--- src/hdl/kdt_pkg.sv ---
package kdt_pkg;

    localparam int KEY_W   = 8;
    localparam int COUNT_W = 8;
    localparam int LED_W   = 8;
    localparam int INDEX_W = 4;
    localparam int MODE_W  = 2;

    localparam int APB_AW = 3;
    localparam int APB_DW = 32;

    typedef logic [MODE_W-1:0] t_mode;

    localparam t_mode MODE_POLL     = 2'd0;
    localparam t_mode MODE_SEED     = 2'd1;
    localparam t_mode MODE_SET_ONE  = 2'd2;
    localparam t_mode MODE_SET_MASK = 2'd3;

    localparam logic REG_DEBOUNCE = 1'b0;
    localparam logic REG_POLARITY = 1'b1;

    localparam logic [COUNT_W-1:0] DEBOUNCE_RESET = 8'd3;
    localparam logic [COUNT_W-1:0] MIN_THRESHOLD  = 8'd2;
    localparam logic               POLARITY_RESET = 1'b1;

    typedef struct packed {
        t_mode              mode;
        logic [KEY_W-1:0]   sample;
        logic [INDEX_W-1:0] key_index;
        logic               led_on;
        logic [LED_W-1:0]   new_mask;
    } t_req;

    typedef struct packed {
        logic [LED_W-1:0] led_port;
        logic [LED_W-1:0] led_latch;
        logic [KEY_W-1:0] pressed_mask;
        logic [KEY_W-1:0] toggled_mask;
        logic             led_bit;
        logic             port_write;
        logic             error;
    } t_result;

endpackage

--- src/hdl/kdt_if.sv ---
interface kdt_req_if import kdt_pkg::*; ();
    logic               valid;
    logic               ready;
    t_mode              mode;
    logic [KEY_W-1:0]   sample;
    logic [INDEX_W-1:0] key_index;
    logic               led_on;
    logic [LED_W-1:0]   new_mask;

    modport source (output valid, mode, sample, key_index, led_on, new_mask, input ready);
    modport sink   (input valid, mode, sample, key_index, led_on, new_mask, output ready);
endinterface

interface kdt_rsp_if import kdt_pkg::*; ();
    logic             valid;
    logic             ready;
    logic [LED_W-1:0] led_port;
    logic [LED_W-1:0] led_latch;
    logic [KEY_W-1:0] pressed_mask;
    logic [KEY_W-1:0] toggled_mask;
    logic             led_bit;
    logic             port_write;
    logic             error;

    modport source (output valid, led_port, led_latch, pressed_mask, toggled_mask,
                    led_bit, port_write, error, input ready);
    modport sink   (input valid, led_port, led_latch, pressed_mask, toggled_mask,
                    led_bit, port_write, error, output ready);
endinterface

--- src/hdl/keypad_debounce_toggle_latch.sv ---
// A result beat is registered in the output register, or in the skid slot behind it while the output is stalled.
// Throughput: one input beat per cycle while the skid slot is free, set by the update of the per-key lanes and
// the LED latch; a two-deep output register keeps accepting while one result waits.
// Reset: synchronous, active low; clears all debounce state, the LED latch and the valid flags of the output
// register and skid slot, and returns debounce_samples to 3 and led_active_high to 1. No clearing pass.
module keypad_debounce_toggle_latch import kdt_pkg::*; #(
    parameter int KEY_COUNT = 8
) (
    input  logic              i_clk,
    input  logic              i_rst_n,
    kdt_req_if.sink           i_req,
    kdt_rsp_if.source         o_rsp,
    input  logic              psel,
    input  logic              penable,
    input  logic              pwrite,
    input  logic [APB_AW-1:0] paddr,
    input  logic [APB_DW-1:0] pwdata,
    output logic [APB_DW-1:0] prdata,
    output logic              pready
);

    // Configuration registers. Register i sits at byte address 4*i, so bit 2 of the
    // address selects between the two.
    logic [COUNT_W-1:0] r_debounce_samples;
    logic               r_led_active_high;
    logic               w_cfg_write;
    logic [COUNT_W-1:0] w_threshold;

    assign pready      = 1'b1;
    assign w_cfg_write = psel & penable & pwrite;

    always_ff @(posedge i_clk) begin
        if (!i_rst_n) begin
            r_debounce_samples <= DEBOUNCE_RESET;
            r_led_active_high  <= POLARITY_RESET;
        end else if (w_cfg_write) begin
            case (paddr[2])
                REG_DEBOUNCE: r_debounce_samples <= pwdata[COUNT_W-1:0];
                REG_POLARITY: r_led_active_high  <= pwdata[0];
                default: begin
                end
            endcase
        end
    end

    always_comb begin
        case (paddr[2])
            REG_DEBOUNCE: prdata = {{(APB_DW-COUNT_W){1'b0}}, r_debounce_samples};
            REG_POLARITY: prdata = {{(APB_DW-1){1'b0}}, r_led_active_high};
            default:      prdata = '0;
        endcase
    end

    // A threshold of zero or one behaves as two.
    assign w_threshold = (r_debounce_samples < MIN_THRESHOLD) ? MIN_THRESHOLD
                                                              : r_debounce_samples;

    // Input beat handshake. The block takes a beat whenever the skid slot is free.
    t_req  w_req;
    logic  r_skid_valid;
    logic  w_accept;

    assign i_req.ready = ~r_skid_valid;
    assign w_accept    = i_req.valid & ~r_skid_valid;

    always_comb begin
        w_req.mode      = i_req.mode;
        w_req.sample    = i_req.sample;
        w_req.key_index = i_req.key_index;
        w_req.led_on    = i_req.led_on;
        w_req.new_mask  = i_req.new_mask;
    end

    // One debounce lane per key. Keys at or above KEY_COUNT have no lane and read as
    // released, never toggling.
    logic [KEY_W-1:0] w_pressed;
    logic [KEY_W-1:0] w_toggled;

    for (genvar g = 0; g < KEY_W; g++) begin : g_lane
        if (g < KEY_COUNT) begin : g_key
            kdt_lane u_lane (
                .i_clk       (i_clk),
                .i_rst_n     (i_rst_n),
                .i_accept    (w_accept),
                .i_mode      (w_req.mode),
                .i_level     (w_req.sample[g]),
                .i_threshold (w_threshold),
                .o_pressed   (w_pressed[g]),
                .o_toggle    (w_toggled[g])
            );
        end else begin : g_none
            assign w_pressed[g] = 1'b0;
            assign w_toggled[g] = 1'b0;
        end
    end

    // The merge stage updates the LED latch by mode (poll toggles, set-one, set-mask) and builds the result.
    logic [LED_W-1:0] r_latch;
    logic [LED_W-1:0] n_latch;
    t_result          w_result;

    kdt_merge #(
        .KEY_COUNT (KEY_COUNT)
    ) u_merge (
        .i_req         (w_req),
        .i_latch       (r_latch),
        .i_pressed     (w_pressed),
        .i_toggled     (w_toggled),
        .i_active_high (r_led_active_high),
        .o_latch       (n_latch),
        .o_result      (w_result)
    );

    always_ff @(posedge i_clk) begin
        if (!i_rst_n) begin
            r_latch <= '0;
        end else if (w_accept) begin
            r_latch <= n_latch;
        end
    end

    // Output register with a skid slot behind it. A new beat only enters the skid
    // slot when the output register is full and not being drained this cycle.
    logic    r_out_valid;
    t_result r_out;
    t_result r_skid;
    logic    w_out_free;

    assign w_out_free = ~r_out_valid | o_rsp.ready;

    always_ff @(posedge i_clk) begin
        if (!i_rst_n) begin
            r_out_valid  <= 1'b0;
            r_skid_valid <= 1'b0;
        end else if (w_out_free) begin
            if (r_skid_valid) begin
                r_out_valid  <= 1'b1;
                r_skid_valid <= 1'b0;
            end else begin
                r_out_valid <= w_accept;
            end
        end else if (w_accept) begin
            r_skid_valid <= 1'b1;
        end
    end

    always_ff @(posedge i_clk) begin
        if (w_out_free) begin
            if (r_skid_valid) begin
                r_out <= r_skid;
            end else if (w_accept) begin
                r_out <= w_result;
            end
        end else if (w_accept) begin
            r_skid <= w_result;
        end
    end

    assign o_rsp.valid        = r_out_valid;
    assign o_rsp.led_port     = r_out.led_port;
    assign o_rsp.led_latch    = r_out.led_latch;
    assign o_rsp.pressed_mask = r_out.pressed_mask;
    assign o_rsp.toggled_mask = r_out.toggled_mask;
    assign o_rsp.led_bit      = r_out.led_bit;
    assign o_rsp.port_write   = r_out.port_write;
    assign o_rsp.error        = r_out.error;

    // The skid slot only fills behind a full output register.
    a_skid_behind_out: assert property (@(posedge i_clk) disable iff (!i_rst_n)
        r_skid_valid |-> r_out_valid)
        else $error("skid slot holds a beat while the output register is empty");

    // A set-mask beat loads the latch with its mask.
    a_set_mask: assert property (@(posedge i_clk) disable iff (!i_rst_n)
        (w_accept && w_req.mode == MODE_SET_MASK) |=> (r_latch == $past(w_req.new_mask)))
        else $error("set-mask beat did not load the LED latch");

    // An error result never asks for a port write.
    a_err_no_write: assert property (@(posedge i_clk) disable iff (!i_rst_n)
        (o_rsp.valid && o_rsp.error) |-> !o_rsp.port_write)
        else $error("error result also requests a port write");

    // A seed beat leaves the latch untouched.
    a_seed_latch: assert property (@(posedge i_clk) disable iff (!i_rst_n)
        (w_accept && w_req.mode == MODE_SEED) |=> $stable(r_latch))
        else $error("seed beat changed the LED latch");

    // Nothing is shown on the output right after reset.
    a_reset_empty: assert property (@(posedge i_clk)
        !i_rst_n |=> !o_rsp.valid)
        else $error("output valid right after reset");

endmodule

--- src/hdl/kdt_lane.sv ---
module kdt_lane import kdt_pkg::*; (
    input  logic               i_clk,
    input  logic               i_rst_n,
    input  logic               i_accept,
    input  t_mode              i_mode,
    input  logic               i_level,
    input  logic [COUNT_W-1:0] i_threshold,
    output logic               o_pressed,
    output logic               o_toggle
);

    logic               r_candidate;
    logic [COUNT_W-1:0] r_count;
    logic               r_pressed;
    logic               n_candidate;
    logic [COUNT_W-1:0] n_count;
    logic               n_pressed;
    logic               n_toggle;
    logic [COUNT_W-1:0] w_inc;

    // The count only advances while it is below the threshold, so the increment cannot wrap.
    assign w_inc = r_count + COUNT_W'(1);

    always_comb begin
        n_candidate = r_candidate;
        n_count     = r_count;
        n_pressed   = r_pressed;
        n_toggle    = 1'b0;
        case (i_mode)
            MODE_POLL: begin
                if (i_level != r_candidate) begin
                    n_candidate = i_level;
                    n_count     = COUNT_W'(1);
                end else if (r_count < i_threshold) begin
                    n_count = w_inc;
                    if (w_inc == i_threshold) begin
                        n_pressed = i_level;
                        n_toggle  = i_level & ~r_pressed;
                    end
                end
            end
            MODE_SEED: begin
                n_candidate = i_level;
                n_count     = i_threshold;
                n_pressed   = i_level;
            end
            default: begin
            end
        endcase
    end

    always_ff @(posedge i_clk) begin
        if (!i_rst_n) begin
            r_candidate <= 1'b0;
            r_count     <= '0;
            r_pressed   <= 1'b0;
        end else if (i_accept) begin
            r_candidate <= n_candidate;
            r_count     <= n_count;
            r_pressed   <= n_pressed;
        end
    end

    assign o_pressed = n_pressed;
    assign o_toggle  = n_toggle;

endmodule

--- src/hdl/kdt_merge.sv ---
module kdt_merge import kdt_pkg::*; #(
    parameter int KEY_COUNT = 8
) (
    input  t_req             i_req,
    input  logic [LED_W-1:0] i_latch,
    input  logic [KEY_W-1:0] i_pressed,
    input  logic [KEY_W-1:0] i_toggled,
    input  logic             i_active_high,
    output logic [LED_W-1:0] o_latch,
    output t_result          o_result
);

    localparam logic [INDEX_W:0] KeyLimit = (INDEX_W+1)'(KEY_COUNT);

    logic             w_key_ok;
    logic [LED_W-1:0] n_latch;
    logic             w_pw;
    logic             w_err;
    logic [KEY_W-1:0] w_toggled;

    assign w_key_ok = {1'b0, i_req.key_index} < KeyLimit;

    always_comb begin
        n_latch   = i_latch;
        w_pw      = 1'b0;
        w_err     = 1'b0;
        w_toggled = '0;
        case (i_req.mode)
            MODE_POLL: begin
                w_toggled = i_toggled;
                n_latch   = i_latch ^ i_toggled;
                w_pw      = |i_toggled;
            end
            MODE_SEED: begin
            end
            MODE_SET_ONE: begin
                if (w_key_ok) begin
                    n_latch[i_req.key_index[2:0]] = i_req.led_on;
                    w_pw = 1'b1;
                end else begin
                    w_err = 1'b1;
                end
            end
            MODE_SET_MASK: begin
                n_latch = i_req.new_mask;
                w_pw    = 1'b1;
            end
            default: begin
            end
        endcase
    end

    assign o_latch = n_latch;

    always_comb begin
        o_result.led_port     = i_active_high ? n_latch : ~n_latch;
        o_result.led_latch    = n_latch;
        o_result.pressed_mask = i_pressed;
        o_result.toggled_mask = w_toggled;
        o_result.led_bit      = w_key_ok ? n_latch[i_req.key_index[2:0]] : 1'b0;
        o_result.port_write   = w_pw;
        o_result.error        = w_err;
    end

endmodule
--- src/flat_wrapper.sv ---
// flat-port wrapper written by rule: the top's interface ports become plain ports
module keypad_debounce_toggle_latch_flat import kdt_pkg::*;
#(
    parameter int KEY_COUNT = 8
)
  (i_clk, i_rst_n, psel, penable, pwrite, paddr, pwdata, prdata, pready, i_req_valid, i_req_mode, i_req_sample, i_req_key_index, i_req_led_on, i_req_new_mask, i_req_ready, o_rsp_valid, o_rsp_led_port, o_rsp_led_latch, o_rsp_pressed_mask, o_rsp_toggled_mask, o_rsp_led_bit, o_rsp_port_write, o_rsp_error, o_rsp_ready);
  kdt_req_if i_req_i ();
  kdt_rsp_if o_rsp_i ();
  input  logic i_clk;
  input  logic i_rst_n;
  input  logic psel;
  input  logic penable;
  input  logic pwrite;
  input  logic [APB_AW-1:0] paddr;
  input  logic [APB_DW-1:0] pwdata;
  output logic [APB_DW-1:0] prdata;
  output logic pready;
  input wire logic [$bits(i_req_i.valid)-1:0] i_req_valid;
  input wire logic [$bits(i_req_i.mode)-1:0] i_req_mode;
  input wire logic [$bits(i_req_i.sample)-1:0] i_req_sample;
  input wire logic [$bits(i_req_i.key_index)-1:0] i_req_key_index;
  input wire logic [$bits(i_req_i.led_on)-1:0] i_req_led_on;
  input wire logic [$bits(i_req_i.new_mask)-1:0] i_req_new_mask;
  output wire logic [$bits(i_req_i.ready)-1:0] i_req_ready;
  output wire logic [$bits(o_rsp_i.valid)-1:0] o_rsp_valid;
  output wire logic [$bits(o_rsp_i.led_port)-1:0] o_rsp_led_port;
  output wire logic [$bits(o_rsp_i.led_latch)-1:0] o_rsp_led_latch;
  output wire logic [$bits(o_rsp_i.pressed_mask)-1:0] o_rsp_pressed_mask;
  output wire logic [$bits(o_rsp_i.toggled_mask)-1:0] o_rsp_toggled_mask;
  output wire logic [$bits(o_rsp_i.led_bit)-1:0] o_rsp_led_bit;
  output wire logic [$bits(o_rsp_i.port_write)-1:0] o_rsp_port_write;
  output wire logic [$bits(o_rsp_i.error)-1:0] o_rsp_error;
  input wire logic [$bits(o_rsp_i.ready)-1:0] o_rsp_ready;
  assign i_req_i.valid = i_req_valid;
  assign i_req_i.mode = i_req_mode;
  assign i_req_i.sample = i_req_sample;
  assign i_req_i.key_index = i_req_key_index;
  assign i_req_i.led_on = i_req_led_on;
  assign i_req_i.new_mask = i_req_new_mask;
  assign i_req_ready = i_req_i.ready;
  assign o_rsp_valid = o_rsp_i.valid;
  assign o_rsp_led_port = o_rsp_i.led_port;
  assign o_rsp_led_latch = o_rsp_i.led_latch;
  assign o_rsp_pressed_mask = o_rsp_i.pressed_mask;
  assign o_rsp_toggled_mask = o_rsp_i.toggled_mask;
  assign o_rsp_led_bit = o_rsp_i.led_bit;
  assign o_rsp_port_write = o_rsp_i.port_write;
  assign o_rsp_error = o_rsp_i.error;
  assign o_rsp_i.ready = o_rsp_ready;
  keypad_debounce_toggle_latch #(.KEY_COUNT(KEY_COUNT)) u_core (.i_clk(i_clk), .i_rst_n(i_rst_n), .i_req(i_req_i), .o_rsp(o_rsp_i), .psel(psel), .penable(penable), .pwrite(pwrite), .paddr(paddr), .pwdata(pwdata), .prdata(prdata), .pready(pready));
endmodule
--- config.mk ---
export PLATFORM = sky130hd
export DESIGN_NAME = keypad_debounce_toggle_latch_flat
export DESIGN_NICKNAME = d
export VERILOG_FILES = /design/src/hdl/kdt_pkg.sv /design/src/hdl/kdt_if.sv /design/src/hdl/keypad_debounce_toggle_latch.sv /design/src/hdl/kdt_lane.sv /design/src/hdl/kdt_merge.sv /design/src/flat_wrapper.sv
export SDC_FILE = /design/constraint.sdc
export NUM_CORES = 1
export LEC_CHECK = 0
export BUFFER_PORTS_ARGS = -buffer_cell sky130_fd_sc_hd__buf_4
export CORE_ASPECT_RATIO = 2
export CORE_MARGIN = 5
export CORE_UTILIZATION = 55
export CTS_BUF_LIST = sky130_fd_sc_hd__clkbuf_4
export DETAILED_ROUTE_END_ITERATION = 6
export PLACE_DENSITY_LB_ADDON = 0.2
export SYNTH_ARGS = -nofsm -noshare
export SYNTH_HDL_FRONTEND = slang
export SYNTH_SLANG_ARGS = --single-unit
--- constraint.sdc ---
create_clock -name i_clk -period 10.41 [get_ports i_clk]
set_input_delay 0.5205 -clock i_clk [delete_from_list [all_inputs] [get_ports i_clk]]
set_output_delay 0.5205 -clock i_clk [all_outputs]
set_load 0.01 [all_outputs]
Word-level counts from Yosys, hierarchy flattened:

Index checks and enable logic that the tools add are counted.

* register bits after elaboration: 169
* input bits: 65
* output and inout bits: 70
* logic and storage cells: 274

* $add $sub $neg: 8
* order comparisons: 12
* equality and inequality tests: 35
* mux-type cells: 123
* bitwise logic cells: 27
* reductions and logical operators: 26

Operators with widths (number)
* two-way mux 8 bit: 20
* one-hot mux 8 bit (2 select lines): 8
* two-way mux 1 bit: 71
* two-way mux 35 bit: 2
* adder 8 x 1 -> 8 bit (second input constant): 8
* equality test 8 bit: 8
* < comparator 8 bit: 8
* one-hot mux 32 bit (2 select lines): 1
* AND reduction 3 bit: 16
* one-hot mux 1 bit (2 select lines): 16
* != test 3 bit (second input constant): 8
* one-hot mux 8 bit (3 select lines): 1
* != test 2 bit (second input constant): 8
* NOT 1 bit: 13
* AND 1 bit: 11
* bitwise mux 8 bit: 1
* < comparator 8 x 2 -> 1 bit (second input constant): 1
* != test 1 bit: 8
* NOT 8 bit: 1
* AND reduction 2 bit: 4
* OR reduction 8 bit: 1
* bitwise XOR 8 bit: 1
* equality test 2 bit (second input constant): 2
* < comparator 3 x 4 -> 1 bit (second input constant): 1
* other kinds (11): 12

Depth between registers and ports, before layout:

* depth after elaboration: 14
* mapped depth: 15
* depth with buffers taken out: 13

Cells and area by module:

From an unflattened synthesis, not the netlist that was laid out.

* cell total of the unflattened synthesis: 1529
* area total of the unflattened synthesis: 13266.5 sq um

By module, submodules not included
* kdt_lane: times used 8, cells each 145, area an instance 1077.3 sq um, seq. area each 200.2 sq um
* keypad_debounce_toggle_latch: times used 1, cells each 239, area an instance 3714.8 sq um, seq. area each 2482.4 sq um
* kdt_merge: times used 1, cells each 130, area an instance 933.4 sq um, seq. area each 0.0 sq um

Worst setup path after synthesis:

OpenSTA, ideal clock, no wires.

* kind: reg-to-reg
* start point: register u_core.r_debounce_samples[7]
* end point: register u_core.r_out (netlist bit u_core.o_rsp.led_port[3]), data pin
* setup time: 0.260 ns
* arrival time: 3.219 ns
* data required time: 10.150 ns
* slack: 6.931 ns
* cell stages (with the launch flop): 13
* buffers on the path: 0
* period minus slack after synthesis: 3.479 ns
* cell sequence: dfxtp_1 nor4_2 nand2_1 o21a_1 ha_1 nor4b_1 o22ai_1 nor4b_1 nand3_1 xor2_1 o21ai_2 xnor2_1 mux2_2

RTL lines
* start, declared: RTL line keypad_debounce_toggle_latch.sv:24 `logic [COUNT_W-1:0] r_debounce_samples;`
* start signal, assigned: RTL line keypad_debounce_toggle_latch.sv:38 `REG_DEBOUNCE: r_debounce_samples <= pwdata[COUNT_W-1:0];`
* end signal, assigned: RTL line keypad_debounce_toggle_latch.sv:150 `r_out <= r_skid;`
* end signal, assigned: RTL line keypad_debounce_toggle_latch.sv:152 `r_out <= w_result;`
* end, declared: RTL line keypad_debounce_toggle_latch.sv:125 `t_result r_out;`

==> results.toml <==
[status]
run_status = "finished clean"

[layout]
fin_nets = 1573
regArea_um2 = 4080
area_growth_pct = 7.71
multi_input_area_um2 = 7290
mostFrequentLayoutCells = "nand2_1, o21ai_0, dfxtp_1"
drive_gt1_share_pct = 12.6
final.fill_count = 2008
final_common_cell = "nand2_1"

[clock_tree]
cts_buffer_depth = 2
cts_hold_buf = 0
cts_tree = "yes"
htreeDepth = 4
clkSlewWorstSetupHoldPaths_ns = 0.16
clock_sinks = 169
post_cts_buffers = 0
cts_buffers = 17
postCtsResizedCells = 0
clock_latency_ns = 0.65
cts-root-buf = "clkbuf_4"

[synthesis]
avgSynthCellArea_um2 = 8.56
yosys_warnings = 0
netlist_instances = 1397
ys_ff_latch = 169
ys_seq_area_share_pct = 34.1
synth_top_area_share_pct = 17.6
synth_area_um2 = 12000
ys.flop_type = "dfxtp_1"
ys_top_cells_by_area = "edfxtp_1, dfxtp_1, ha_1"
synth_largest_area_cell = "edfxtp_1"
netlist-cell-type-count = 85
async_flop_share_pct = 0
synth_edf_count = 70

[detailed_routing]
route.met3.wl_mm = 2.04
drt_iter0_markers = 889
wl_per_cell_um = 20.2
drc = 0
ant_nets = 0
wl_met2_mm = 17.9
via_per_inst = 6.23
topRoutingLayerUsed = "met4"
num_vias = 10700
wl_mm = 34.8
wl_met1_mm = 12.8
first_pass_iters = 6

[global_route]
track_usage_pct = 27.8
grt_pass1_wl_mm = 53.9
grt_pass1_vias = 10300
grt_max_degree = 100
antenna_found_initial = 1
grt-ovfl-total = 0

[placed_design]
pre_cts_ws_ns = 5.98
io_buffers = 83
dpl.hpwl_mm = 25.4
gp_congestion = 0.961

[flow_run]
cap_violations = 0

[worst_setup_path]
crit_arrival_ns = 4.89
critPathLaunchType = "register"
cp_max_fo = 20
crit_type = "register to register"
timing.rr.start = "u_core.r_debounce_samples[2]"
crit_required_ns = 10.82
setup.worst_path.end_class = "register"
reg2regPathDepth = 13
worstReg2RegEnd = "u_core.o_rsp.led_port[4]"
regToRegSetupSlack_ns = 5.93

[floorplanning]
num_rows = 76
die_h_um = 219
ioPinCount = 135
die_w_um = 114
core_region_area_um2 = 21500
start_util_pct = 55.6
dieArea_um2 = 25000

[timing]
max_freq_ghz = 0.223
finalCritPeriodShare_pct = 43.0
period_needed_ns = 4.48
setup_ws_ns = 5.93
final_max_slew_viol_count = 0
tightest_slew_ns = 1.23
rsz0062_at_grt = "false"
fin_hold_ws_ns = 0.0745
setup_tns_ns = 0
hold_viol_final = 0
slew_headroom_pct = 17.4
fin_skew_ns = 0.0270
setup_viol = 0

[power_and_ir_drop]
p_per_area_nw_per_um2 = 107
p_int_uw = 929
sw_frac_of_total_pct = 32.7
worst_ir_drop_vdd_mv = 0.0590
pwr-share-seq_pct = 53.3
clockPowerShare_pct = 27.9
p_leak_uw = 0.00494
power_frac_comb_pct = 18.8
switching_power_uw = 452

[min_path]
min_path_cells = 3
hold_end = "u_core.r_led_active_high"
hp-class = "input pin to register"
hp-start = "pwdata[0]"
-- sequential cells by signal, indices dropped and copies added, names as in the netlist --
signal,count
u_core.r_skid_valid,1
u_core.o_rsp.led_latch,8
u_core.o_rsp.led_port,8
u_core.g_lane.g_key.u_lane.r_pressed,8
u_core.o_rsp.valid,1
u_core.g_lane.g_key.u_lane.r_count,64
u_core.r_skid,35
u_core.g_lane.g_key.u_lane.r_candidate,8
u_core.r_debounce_samples,8
u_core.r_latch,8
u_core.o_rsp.error,1
u_core.o_rsp.port_write,1
u_core.o_rsp.pressed_mask,8
u_core.o_rsp.led_bit,1
u_core.o_rsp.toggled_mask,8
u_core.r_led_active_high,1
-- kinds of logic (layout without fill, tap and decap cells) --
| family | after synthesis | after routing | share of synthesized area (%) |
|---|---|---|---|
| AOI/OAI and AO/OA | 376 | 376 | 21.4 |
| xor gates and xnor gates | 98 | 98 | 7.24 |
| adders and majority gates | 70 | 70 | 7.32 |
| buffers and inverters | 144 | 175 | 5.68 |
| DFF | 169 | 169 | 34.1 |
| muxes | 31 | 31 | 2.81 |
| other | 2 | 26 | 0.0628 |
| and+or+nand+nor | 507 | 507 | 21.3 |
-- layout make-up --
| cell class | instances | share of cell area [%] |
|---|---|---|
| clock buffer | 18 | 1.05 |
| tap | 273 | 2.65 |
| timing repair buffer | 97 | 5.65 |
| multi-input combinational | 1107 | 56.6 |
| inverter | 46 | 1.34 |
| antenna | 1 | 0.0194 |
| sequential | 169 | 31.7 |
| clock inverter | 14 | 0.991 |
-- power groups by stage --
stage                     logic, µW  clock network [µW]  registers [µW]
after floorplan                 172                   0             752
after global placement          250                   0             749
after detailed placement        256                   0             751
after CTS                       257                 393             736
after global routing            282                 415             739
final                           259                 386             736
-- per-layer routing --
metal  GRT usage (%)  vias to the layer above
li1                -                     5088
met1            29.5                     5067
met2            49.8                      453
met3            4.77                      133
met4            17.1                        0
met5               0                        -
-- worst max-delay path, stage by stage, from the launching register on --
cell and delay [ns]:
dfxtp_1 0.32, buf_4 0.23, nor4_2 0.56, nand2_1 0.10
o21a_1 0.43, ha_1 0.42, nor2_1 0.09, nor4b_1 0.33
nor4b_2 0.50, nand4bb_1 0.26, xor2_1 0.22, mux2_2 0.32
xor2_1 0.16, mux2_2 0.30
-- per-stage QoR --
stage / cells / total power [µW] / util (%) / cell area [µm²]
after floorplan: 1420 / 925 / - / 12000
after global placement: 1692 / 1000 / 58.7 / 12600
after detailed placement: 1692 / 1010 / 58.7 / 12600
after CTS: 1724 / 1390 / 59.9 / 12900
after global routing: 1725 / 1440 / 59.9 / 12900
final: 1725 / 1380 / 59.9 / 12900
-- cells in the mapped netlist, drive strengths merged (5+ instances only) --
| cell | n |
|---|---|
| mux2i | 10 |
| o21ai | 107 |
| a21boi | 48 |
| nor2b | 38 |
| o21a | 13 |
| nor4 | 13 |
| a22oi | 19 |
| clkbuf | 55 |
| xor2 | 37 |
| ha | 70 |
| a22o | 5 |
| o41ai | 7 |
| nor3b | 12 |
| nor4b | 8 |
| and2 | 18 |
| nand3b | 9 |
| o211a | 10 |
| edfxtp | 70 |
| a21oi | 58 |
| mux2 | 21 |
| o211ai | 15 |
| or2 | 6 |
| nand3 | 39 |
| o31ai | 14 |
| inv | 44 |
| nor3 | 36 |
| a221oi | 5 |
| or3 | 7 |
| o22ai | 7 |
| nand2b | 13 |
| buf | 43 |
| a31oi | 8 |
| and3 | 16 |
| xnor2 | 61 |
| a21o | 6 |
| and4 | 6 |
| a211oi | 6 |
| nor2 | 97 |
| dfxtp | 99 |
| nand2 | 170 |
| nand4 | 8 |
| a21bo | 9 |
-- worst max path at each step --
stage,from,endpoint,slack (ns),depth (start not counted)
final,u_core.r_debounce_samples[2],u_core.o_rsp.led_port[4],5.93,13
after floorplan,u_core.r_debounce_samples[7],u_core.o_rsp.led_port[3],6.93,12
after CTS,u_core.r_debounce_samples[2],u_core.o_rsp.led_port[4],5.98,13
after global placement,u_core.r_debounce_samples[2],u_core.o_rsp.led_port[4],6.06,13
after global routing,u_core.r_debounce_samples[2],u_core.o_rsp.led_port[3],5.75,13
after detailed placement,u_core.r_debounce_samples[2],u_core.o_rsp.led_port[3],5.98,13
Power figures use the tool's default switching activity.
